==> config.mk <==
export PLATFORM = sky130hd
export DESIGN_NAME = mabt_ctrl
export DESIGN_NICKNAME = d
export VERILOG_FILES = /design/src/hdl/majority_ack_broadcast_tracker_unit_defines.svh /design/src/hdl/mabt_pkg.sv /design/src/hdl/mabt_ctrl.sv
export SDC_FILE = /design/constraint.sdc
export NUM_CORES = 1
export LEC_CHECK = 0
export BUFFER_PORTS_ARGS = -buffer_cell sky130_fd_sc_hd__buf_2
export CORE_AREA = 3 3 40 42
export DETAILED_ROUTE_END_ITERATION = 8
export DIE_AREA = 0 0 43 45
export REMOVE_ABC_BUFFERS = 1
export SYNTH_ARGS = -nofsm -noshare
export SYNTH_HDL_FRONTEND = slang
export SYNTH_SLANG_ARGS = --single-unit
==> constraint.sdc <==
create_clock -name clock -period 1.34 [get_ports clock]
set_input_delay 0.335 -clock clock [delete_from_list [all_inputs] [get_ports clock]]
set_output_delay 0.335 -clock clock [all_outputs]
set_load 0.01 [all_outputs]
==> src/hdl/majority_ack_broadcast_tracker_unit_defines.svh <==
// Assertion macros used by the majority acknowledgement tracker datapath.
// Included by mabt_dp, the file that carries concurrent assertions; no other dependencies.
`ifndef MAJORITY_ACK_BROADCAST_TRACKER_UNIT_DEFINES_SVH
`define MAJORITY_ACK_BROADCAST_TRACKER_UNIT_DEFINES_SVH

// The consequent must hold in the same cycle as the antecedent.
`define MABT_ASSERT_IMPLIES(lbl, clk, rst, ante, cons) \
   lbl: assert property (@(posedge clk) disable iff (rst) (ante) |-> (cons)) \
      else $error("mabt assertion failed");

// The consequent must hold in the cycle after the antecedent.
`define MABT_ASSERT_NEXT(lbl, clk, rst, ante, cons) \
   lbl: assert property (@(posedge clk) disable iff (rst) (ante) |=> (cons)) \
      else $error("mabt assertion failed");

`endif

==> src/hdl/mabt_pkg.sv <==
// Shared types, codes and constants of the majority acknowledgement tracker.
// Used by the controller, the datapath and the top level; no dependencies.
package mabt_pkg;

   localparam int DEF_MAX_PROCS   = 16;
   localparam int DEF_TABLE_DEPTH = 64;

   localparam int RANK_W      = 5;
   localparam int ID_W        = 64;
   localparam int REQ_DATA_W  = 144;
   localparam int RSP_DATA_W  = 16;
   localparam int CSR_INDEX_W = 8;
   localparam int CSR_DATA_W  = 8;

   localparam logic [CSR_INDEX_W-1:0] CSR_PROCESS_COUNT = 8'd0;
   localparam logic [CSR_INDEX_W-1:0] CSR_SELF_RANK     = 8'd1;
   localparam logic [RANK_W-1:0]      CFG_RESET_VALUE   = 5'd1;

   typedef enum logic [1:0] {
      STATUS_ACCEPTED   = 2'd0,
      STATUS_BAD_RANK   = 2'd1,
      STATUS_TABLE_FULL = 2'd2
   } rsp_status_type;

   typedef enum logic [2:0] {
      ST_IDLE,
      ST_CHECK,
      ST_SCAN,
      ST_UPDATE,
      ST_COUNT,
      ST_FINISH,
      ST_RESPOND
   } state_type;

   typedef struct packed {
      logic load;
      logic set_bad;
      logic scan;
      logic set_full;
      logic update;
      logic count;
      logic finish;
      logic out_load;
   } cmd_type;

   typedef struct packed {
      logic rank_ok;
      logic hit;
      logic miss;
      logic full;
      logic out_free;
   } stat_type;

endpackage

==> src/hdl/mabt_ctrl.sv <==
// Sequencer of the tracker: steps one request through check, scan, update, count, finish and respond.
// Depends on mabt_pkg; drives the datapath through command and status structs.
module mabt_ctrl
   import mabt_pkg::*;
(
   input  logic     clock,
   input  logic     reset,
   input  logic     req_tvalid,
   output logic     req_tready,
   input  stat_type stat,
   output cmd_type  cmd
);

   state_type state_ff;
   state_type state_in;

   always_comb begin
      state_in = state_ff;
      unique case (state_ff)
         ST_IDLE: begin
            if (req_tvalid) begin
               state_in = ST_CHECK;
            end
         end
         ST_CHECK: begin
            state_in = stat.rank_ok ? ST_SCAN : ST_RESPOND;
         end
         ST_SCAN: begin
            if (stat.hit) begin
               state_in = ST_UPDATE;
            end else if (stat.miss) begin
               state_in = stat.full ? ST_RESPOND : ST_UPDATE;
            end
         end
         ST_UPDATE: state_in = ST_COUNT;
         ST_COUNT:  state_in = ST_FINISH;
         ST_FINISH: state_in = ST_RESPOND;
         ST_RESPOND: begin
            if (stat.out_free) begin
               state_in = ST_IDLE;
            end
         end
         default: state_in = ST_IDLE;
      endcase
   end

   always_comb begin
      cmd        = '0;
      req_tready = 1'b0;
      unique case (state_ff)
         ST_IDLE: begin
            req_tready = 1'b1;
            cmd.load   = req_tvalid;
         end
         ST_CHECK:   cmd.set_bad  = !stat.rank_ok;
         ST_SCAN: begin
            cmd.scan     = 1'b1;
            cmd.set_full = !stat.hit && stat.miss && stat.full;
         end
         ST_UPDATE:  cmd.update   = 1'b1;
         ST_COUNT:   cmd.count    = 1'b1;
         ST_FINISH:  cmd.finish   = 1'b1;
         ST_RESPOND: cmd.out_load = stat.out_free;
         default: begin
            cmd        = '0;
            req_tready = 1'b0;
         end
      endcase
   end

   always_ff @(posedge clock) begin
      if (reset) begin
         state_ff <= ST_IDLE;
      end else begin
         state_ff <= state_in;
      end
   end

endmodule

==> run_results.csv, run 1 <==
group,metric,value,unit
global_routing,grt_pass1_wl,1.17,mm
finish,diodes,0,
synthesis,synth_most_common_cell,"nor2_1",
floorplan,core,0.00128,mm^2
synthesis,syn_area,248,um^2
global_routing,grt_pass1_vias,263,
synthesis,yosys.area_share.simple,48.5,%
detailed_routing,vias,309,
detailed_routing,wl_per_cell,10.2,um
synthesis,netlist_instances,34,
power,power.switching,150,uW
global_routing,overflow,0,
detailed_routing,drt_iter0_markers,1,
power,combPwrFrac,37.1,%
worst_setup_path,end_kind,"output port",
finish,top_register,"state_ff",
worst_hold_path,worstHoldPathType,"in -> reg",
sta,slew_violations,0,
global_routing,gr-usage-met3,5.18,%
clocking,clock_path_buffers,2,
global_routing,grtUsageTotal,8.24,%
synthesis,synth.largest_area_cell,"dfxtp_1",
synthesis,synth_xor_area_share,0,%
synthesis,synthArstFlopShare,0,%
synthesis,synth_compound_area_share,14.6,%
finish,layout-drive-gt1-share,56.9,%
worst_hold_path,min-delay-start,"reset",
clocking,clock_sinks,3,
clocking,clkTransAtPathRegs,0.04,ns
clocking,htree_num_levels,1,
detailed_routing,drc_errors,0,
power,p_leak,0.218,nW
synthesis,ys_warn_count,0,
synthesis,synthAdderAreaFrac,0,%
synthesis,synth_ff_type,"dfxtp_1",
worst_setup_path,startpoint,"state_ff[2]$_SDFFE_PP0P_",
run_status,outcome,"complete, but fails checks",
sta,min_period_over_period,106,%
run_status,violations,"negative setup slack",
worst_hold_path,hold_end,"state_ff[1]$_SDFFE_PP0P_",
floorplan,num_io_pins,17,
power,p_per_area,1070,mW/mm^2
finish,seqCellArea,71.3,um^2
power,internal_power,312,uW
synthesis,synth_edf_count,0,
placed_design,gp_congestion,0.751,
finish,final_nets,67,
synthesis,seq_area_frac_synth,24.2,%
clocking,numCtsBuffers,3,
placed_design,hpwl,550,um
sta,worst_slew_margin_rel,85.5,%
worst_setup_path,r2r.worst_path.cells,4,
synthesis,synth.top_cell.area_share,24.2,%
finish,multiInputGateArea,164,um^2
floorplan,start_util,19.3,%
worst_setup_path,r2r_start,"state_ff[1]$_SDFFE_PP0P_",
detailed_routing,ant_nets,0,
detailed_routing,drt-total-wl,742,um
worst_setup_path,r2r-end,"state_ff[2]$_SDFFE_PP0P_",
floorplan,die_w,43,um
worst_setup_path,r2r_setup_slack,0.19,ns
sta,hold_slack,0.278,ns
sta,clock.fmax,0.704,GHz
power,switching_share,32.4,%
worst_hold_path,hold_depth,2,
detailed_routing,drt_pass1_iterations,3,
finish,largest_register_ffs,3,
worst_setup_path,critical_path_class,"reg -> out",
power,p_seq_share,27.7,%
sta,setup_violations,5,
global_routing,busiest_layer,"met1",
worst_setup_path,cp_max_fo,6,
floorplan,die-height,45,um
worst_setup_path,cp-start-kind,"register",
floorplan,design.die.area,0.00194,mm^2
clocking,clk_latency,0.23,ns
global_routing,grt_use_met1,12.0,%
global_routing,grt_max_degree,8,
worst_setup_path,cp.arrival,1.09,ns
global_routing,antenna_found_initial,0,
sta,period_minus_slack,1.42,ns
synthesis,yosys-mux-area-fraction,0,%
floorplan,core.rowCount,13,
finish,area_growth,73.7,%
sta,setup_ws,-0.0804,ns
sta,grt_setup_unrepaired,"yes",
finish,nFillCells,139,
clocking,cts_hold_buffers,0,
clocking,cts_root_buf,"clkbuf_4",
global_routing,met2_usage,9.88,%
power,pwr-share-clk,35.2,%
synthesis,synthTopCellsByCount,"nor2_1 (5), nor3_1 (4), dfxtp_1 (3), nand2_1 (3)",
sta,hold_viol_final,0,
synthesis,synth_cell_type_count,20,
synthesis,synth_area_leaders,"dfxtp_1 (24%), nor3_1 (8.1%), nor2_1 (7.6%)",
sta,tightest_slew,0.217,ns
worst_setup_path,worstPathRequired,1.00,ns
placed_design,portBuffers,16,
synthesis,ys_ff_latch,3,
synthesis,synth_area_per_cell,7.29,um^2
sta,fin_skew,0.000830,ns
finish,largestRegisters,"state_ff x3",
job,drv_cap,0,
clocking,cts_tree,"yes",
synthesis,synth_top_family_by_area,"simple AND/OR/NAND/NOR gates",
detailed_routing,via_per_inst,4.23,
power,vdd_drop_max,0.536,mV
finish,finish.utilization,33.5,%
-- cell families (layout without fill, tap and decap cells) --
group                  count (synthesis)  in the layout
buffers and inverters                  5             29
AOI/OAI and AO/OA                      5              5
DFF                                    3              3
and+or+nand+nor                       21             21
-- cells in the final DEF (no fill, tap or decap), drive strengths merged --
cell type	Yosys	layout
nor2	5	5
and4	1	1
clkbuf	0	4
dfxtp	3	3
and2	1	1
buf	3	23
nor3	4	4
o211ai	1	1
nor2b	1	1
inv	2	2
a211o	1	1
nand2	3	3
and3	2	2
o22ai	1	1
nand3	1	1
nand2b	2	2
a21oi	2	2
nor3b	1	1
-- layout make-up --
class	count	share of cell area, %
Timing Repair Buffer	23	33.1
Inverter	2	1.74
Clock buffer	4	6.10
Tap cell	15	4.36
Multi-Input combinational cell	26	38.1
Sequential cell	3	16.6
-- worst max-delay path, stage by stage, from the launching register on --
cell and delay (ns):
dfxtp_4 0.37, nor3b_4 0.20, and3_1 0.17, buf_2 0.12
-- power by group through the flow --
stage | Combinational (mW) | Clock (mW) | Sequential [mW]
after floorplan | 0.0736 | 0 | 0.125
after global placement | 0.141 | 0 | 0.124
after detailed placement | 0.141 | 0 | 0.124
after CTS | 0.174 | 0.171 | 0.127
after global routing | 0.190 | 0.175 | 0.131
final | 0.171 | 0.162 | 0.128
-- what timing repair did --
item	4_1_cts	5_1_grt
setup endpoints to repair	9	8
endpoints found under the hold margin	0	0
pin swaps	4	0
resized for setup	10	0
setup buffers	4	0
-- worst max-delay path by stage --
stage	depth (start not counted)	endpoint	slack, ns
after CTS	3	cmd[4]	-0.1
after floorplan	2	cmd[4]	0.01
after global routing	3	cmd[4]	-0.14
after global placement	3	cmd[0]	0.08
final	3	cmd[4]	-0.08
after detailed placement	4	cmd[4]	0.07
-- stage by stage --
stage	cell area, um^2	setup WS [ns]	cells	total power [mW]	setup TNS, ns
after detailed placement	345	0.0728	65	0.265	0
after CTS	430	-0.0957	73	0.472	-0.282
after floorplan	224	0.0133	31	0.199	0
final	430	-0.0804	73	0.462	-0.210
after global routing	430	-0.135	73	0.496	-0.642
after global placement	345	0.0773	65	0.264	0
-- per-layer routing --
metal  vias up  wire length, um
met2        16              273
met1       129              383
met3         0               85
li1        164                -
met4         0                0
met5         -                0
(Power assumes the default switching activity.)
==> run 2: changes to the inputs <==
ABC_AREA = 1   (was unset)
==> run 2 against run 1 <==
The run still ends with negative setup slack left. Non-clock buffer count up 5. Count of clock-buffer cells in the layout stayed put. Cell count is 32% higher. Area after synthesis increased by 21%. Critical path type unchanged. Critical endpoint unchanged. Largest cell class unchanged.
==> run_results.csv, run 2 <==
group,metric,value,unit
clocking,numCtsBuffers,3,
power,p_per_area,2240,mW/mm^2
worst_setup_path,worstPathRequired,1.00,ns
sta,grt_setup_unrepaired,"yes",
sta,min_period_over_period,108,%
worst_setup_path,slowest_stage,"dfxtp_4",
power,vdd_drop_max,0.986,mV
finish,top_register,"state_ff",
detailed_routing,drt_pass1_iterations,4,
finish,largest_register_ffs,3,
clocking,cts_root_buf,"clkbuf_4",
detailed_routing,vias,414,
power,p_leak,0.322,nW
finish,diodes,0,
placed_design,place_area,394,um^2
worst_setup_path,cp-start-kind,"register",
global_routing,overflow,0,
synthesis,ys_ff_latch,3,
finish,final_cell_mix,"buf_2 (16), buf_4 (11), nor2_1 (10)",
placed_design,gp_congestion,0.866,
finish,nFillCells,138,
finish,final_nets,90,
sta,period_minus_slack,1.45,ns
synthesis,synthTopCellsByCount,"nor2_1 (14), inv_1 (6), nand2_1 (5), nor2_2 (5)",
detailed_routing,via_per_inst,4.31,
finish,layout-drive-gt1-share,71.6,%
sta,tightest_slew,0.173,ns
global_routing,grt_pass1_vias,389,
synthesis,synthArstFlopShare,0,%
sta,hold_viol_final,0,
run_status,violations,"negative setup slack",
worst_setup_path,crit_chain,"inv_4 -> nand2_4 -> nor2_4 -> nand2_2 -> nor2_1 -> buf_2",
synthesis,synth_edf_count,0,
clocking,htree_num_levels,1,
worst_setup_path,critical_path_class,"reg -> out",
clocking,cts_tree,"yes",
sta,setup_violations,7,
synthesis,synth_ff_type,"dfxtp_1",
detailed_routing,drt_iter0_markers,11,
sta,clock.fmax,0.690,GHz
synthesis,synth_area_per_cell,5.98,um^2
synthesis,seq_area_frac_synth,20.1,%
global_routing,antenna_found_initial,0,
synthesis,synth_cell_type_count,13,
worst_setup_path,cp_max_fo,4,
clocking,clk_latency,0.23,ns
synthesis,synth_area_leaders,"dfxtp_1 (20%), nor2_1 (18%), nand3_2 (13%)",
detailed_routing,wl_per_cell,11.4,um
job,drv_cap,0,
power,power,1.29,mW
floorplan,die_w,43,um
run_status,outcome,"complete, but fails checks",
floorplan,start_util,23.3,%
synthesis,synth.largest_area_cell,"dfxtp_1",
global_routing,grt_max_degree,9,
worst_setup_path,cp.arrival,1.11,ns
clocking,clkTransAtPathRegs,0.04,ns
finish,largestRegisters,"state_ff x3",
sta,setup_ws,-0.109,ns
synthesis,ys_warn_count,0,
finish,area_growth,92.5,%
floorplan,design.die.area,0.00194,mm^2
placed_design,portBuffers,16,
detailed_routing,ant_nets,0,
clocking,clock_path_buffers,2,
global_routing,grt_pass1_wl,1.55,mm
floorplan,num_io_pins,17,
sta,worst_slew_margin_rel,88.4,%
clocking,clock_sinks,3,
synthesis,synth.top_cell.area_share,20.1,%
detailed_routing,drc_errors,0,
worst_setup_path,slowest_delay,0.36,ns
detailed_routing,drt-total-wl,1.09,mm
sta,fin_skew,0.000511,ns
synthesis,syn_area,299,um^2
synthesis,netlist_instances,50,
clocking,cts_hold_buffers,0,
placed_design,hpwl,637,um
finish,layout_commonest_cell,"buf_2",
finish,fin_area,576,um^2
global_routing,grtUsageTotal,11.1,%
worst_setup_path,crit_family,"flip-flops",
floorplan,die-height,45,um
worst_setup_path,crit_buf_inv,2,
worst_setup_path,end_kind,"output port",
floorplan,core.rowCount,13,
floorplan,core,0.00128,mm^2
synthesis,synth_most_common_cell,"nor2_1",
sta,slew_violations,0,
worst_hold_path,worstHoldPathType,"in -> reg",
-- run 2: cell types whose count changed after synthesis, sizes merged, moves of 2 or more --
cell and change:
a21oi -2, and3 -2, buf -2, inv +8, nand2 +3, nand2b -2
nand3 +6, nor2 +14
-- run 2: final cells by class --
type | instances | area (um^2) | share of cell area (%)
timing repair buffer | 28 | 174 | 30.2
tap | 15 | 18.8 | 3.26
sequential | 3 | 71.3 | 12.4
clock buffer | 4 | 26.3 | 4.57
multi-input combinational | 36 | 240 | 41.7
inverter | 10 | 45.0 | 7.83
-- run 2: logic make-up (layout without fill, tap and decap cells) --
family | after synthesis | in the layout | share of synthesized area, %
buf+inv | 11 | 42 | 16.3
flops | 3 | 3 | 20.1
simple gates | 36 | 36 | 63.6
-- run 2: what timing repair did --
action                                 4_1_cts  5_1_grt
resized for setup                           11       12
pin swaps                                    1        3
setup endpoints to repair                    9        9
setup buffers                                5        6
cloned                                       0        0
endpoints found under the hold margin        0        0
-- run 2: routing by layer --
metal	wire length [um]	global-route usage, %
met2	579	20.4
met3	67	3.59
met5	0	0
met1	411	10.8
met4	36	6.63
-- run 2: worst reg2reg max path, delay by kind of cell (launching register included) --
family / cells / cell delay (ns)
buf+inv: 3 / 0.31
flops: 1 / 0.36
simple gates: 6 / 0.42
-- run 2: metrics by stage --
step / setup slack, ns / hold WS (ns) / util (%) / TNS, ns / std cells
5_1_grt: -0.171 / 0.290 / 44.8 / -0.723 / 96
6_report: -0.109 / 0.275 / 44.8 / -0.268 / 96
4_1_cts: -0.0590 / 0.271 / 37.8 / -0.217 / 90
3_3_place_gp: 0.0933 / 0.527 / 30.7 / 0 / 81
2_1_floorplan: -0.0144 / 0.405 / - / -0.0144 / 49
3_5_place_dp: 0.0743 / 0.530 / 30.7 / 0 / 81
-- run 2: final timing paths --
| path | start | to | slack [ns] | cells past startpoint |
|---|---|---|---|---|
| max reg2reg | state_ff[0]$_SDFFE_PP0P_ | state_ff[2]$_SDFFE_PP0P_ | 0.18 | 9 |
| max | state_ff[0]$_SDFFE_PP0P_ | cmd[4] | -0.11 | 6 |
| min reg2reg | state_ff[0]$_SDFFE_PP0P_ | state_ff[1]$_SDFFE_PP0P_ | 0.71 | 4 |
| min | reset | state_ff[0]$_SDFFE_PP0P_ | 0.28 | 2 |
-- run 2: power by group --
group	internal (mW)	leakage, nW	switching (mW)
Combinational	0.414	0.280	0.468
Sequential	0.153	0.0267	0.0934
Clock	0.112	0.0150	0.0489
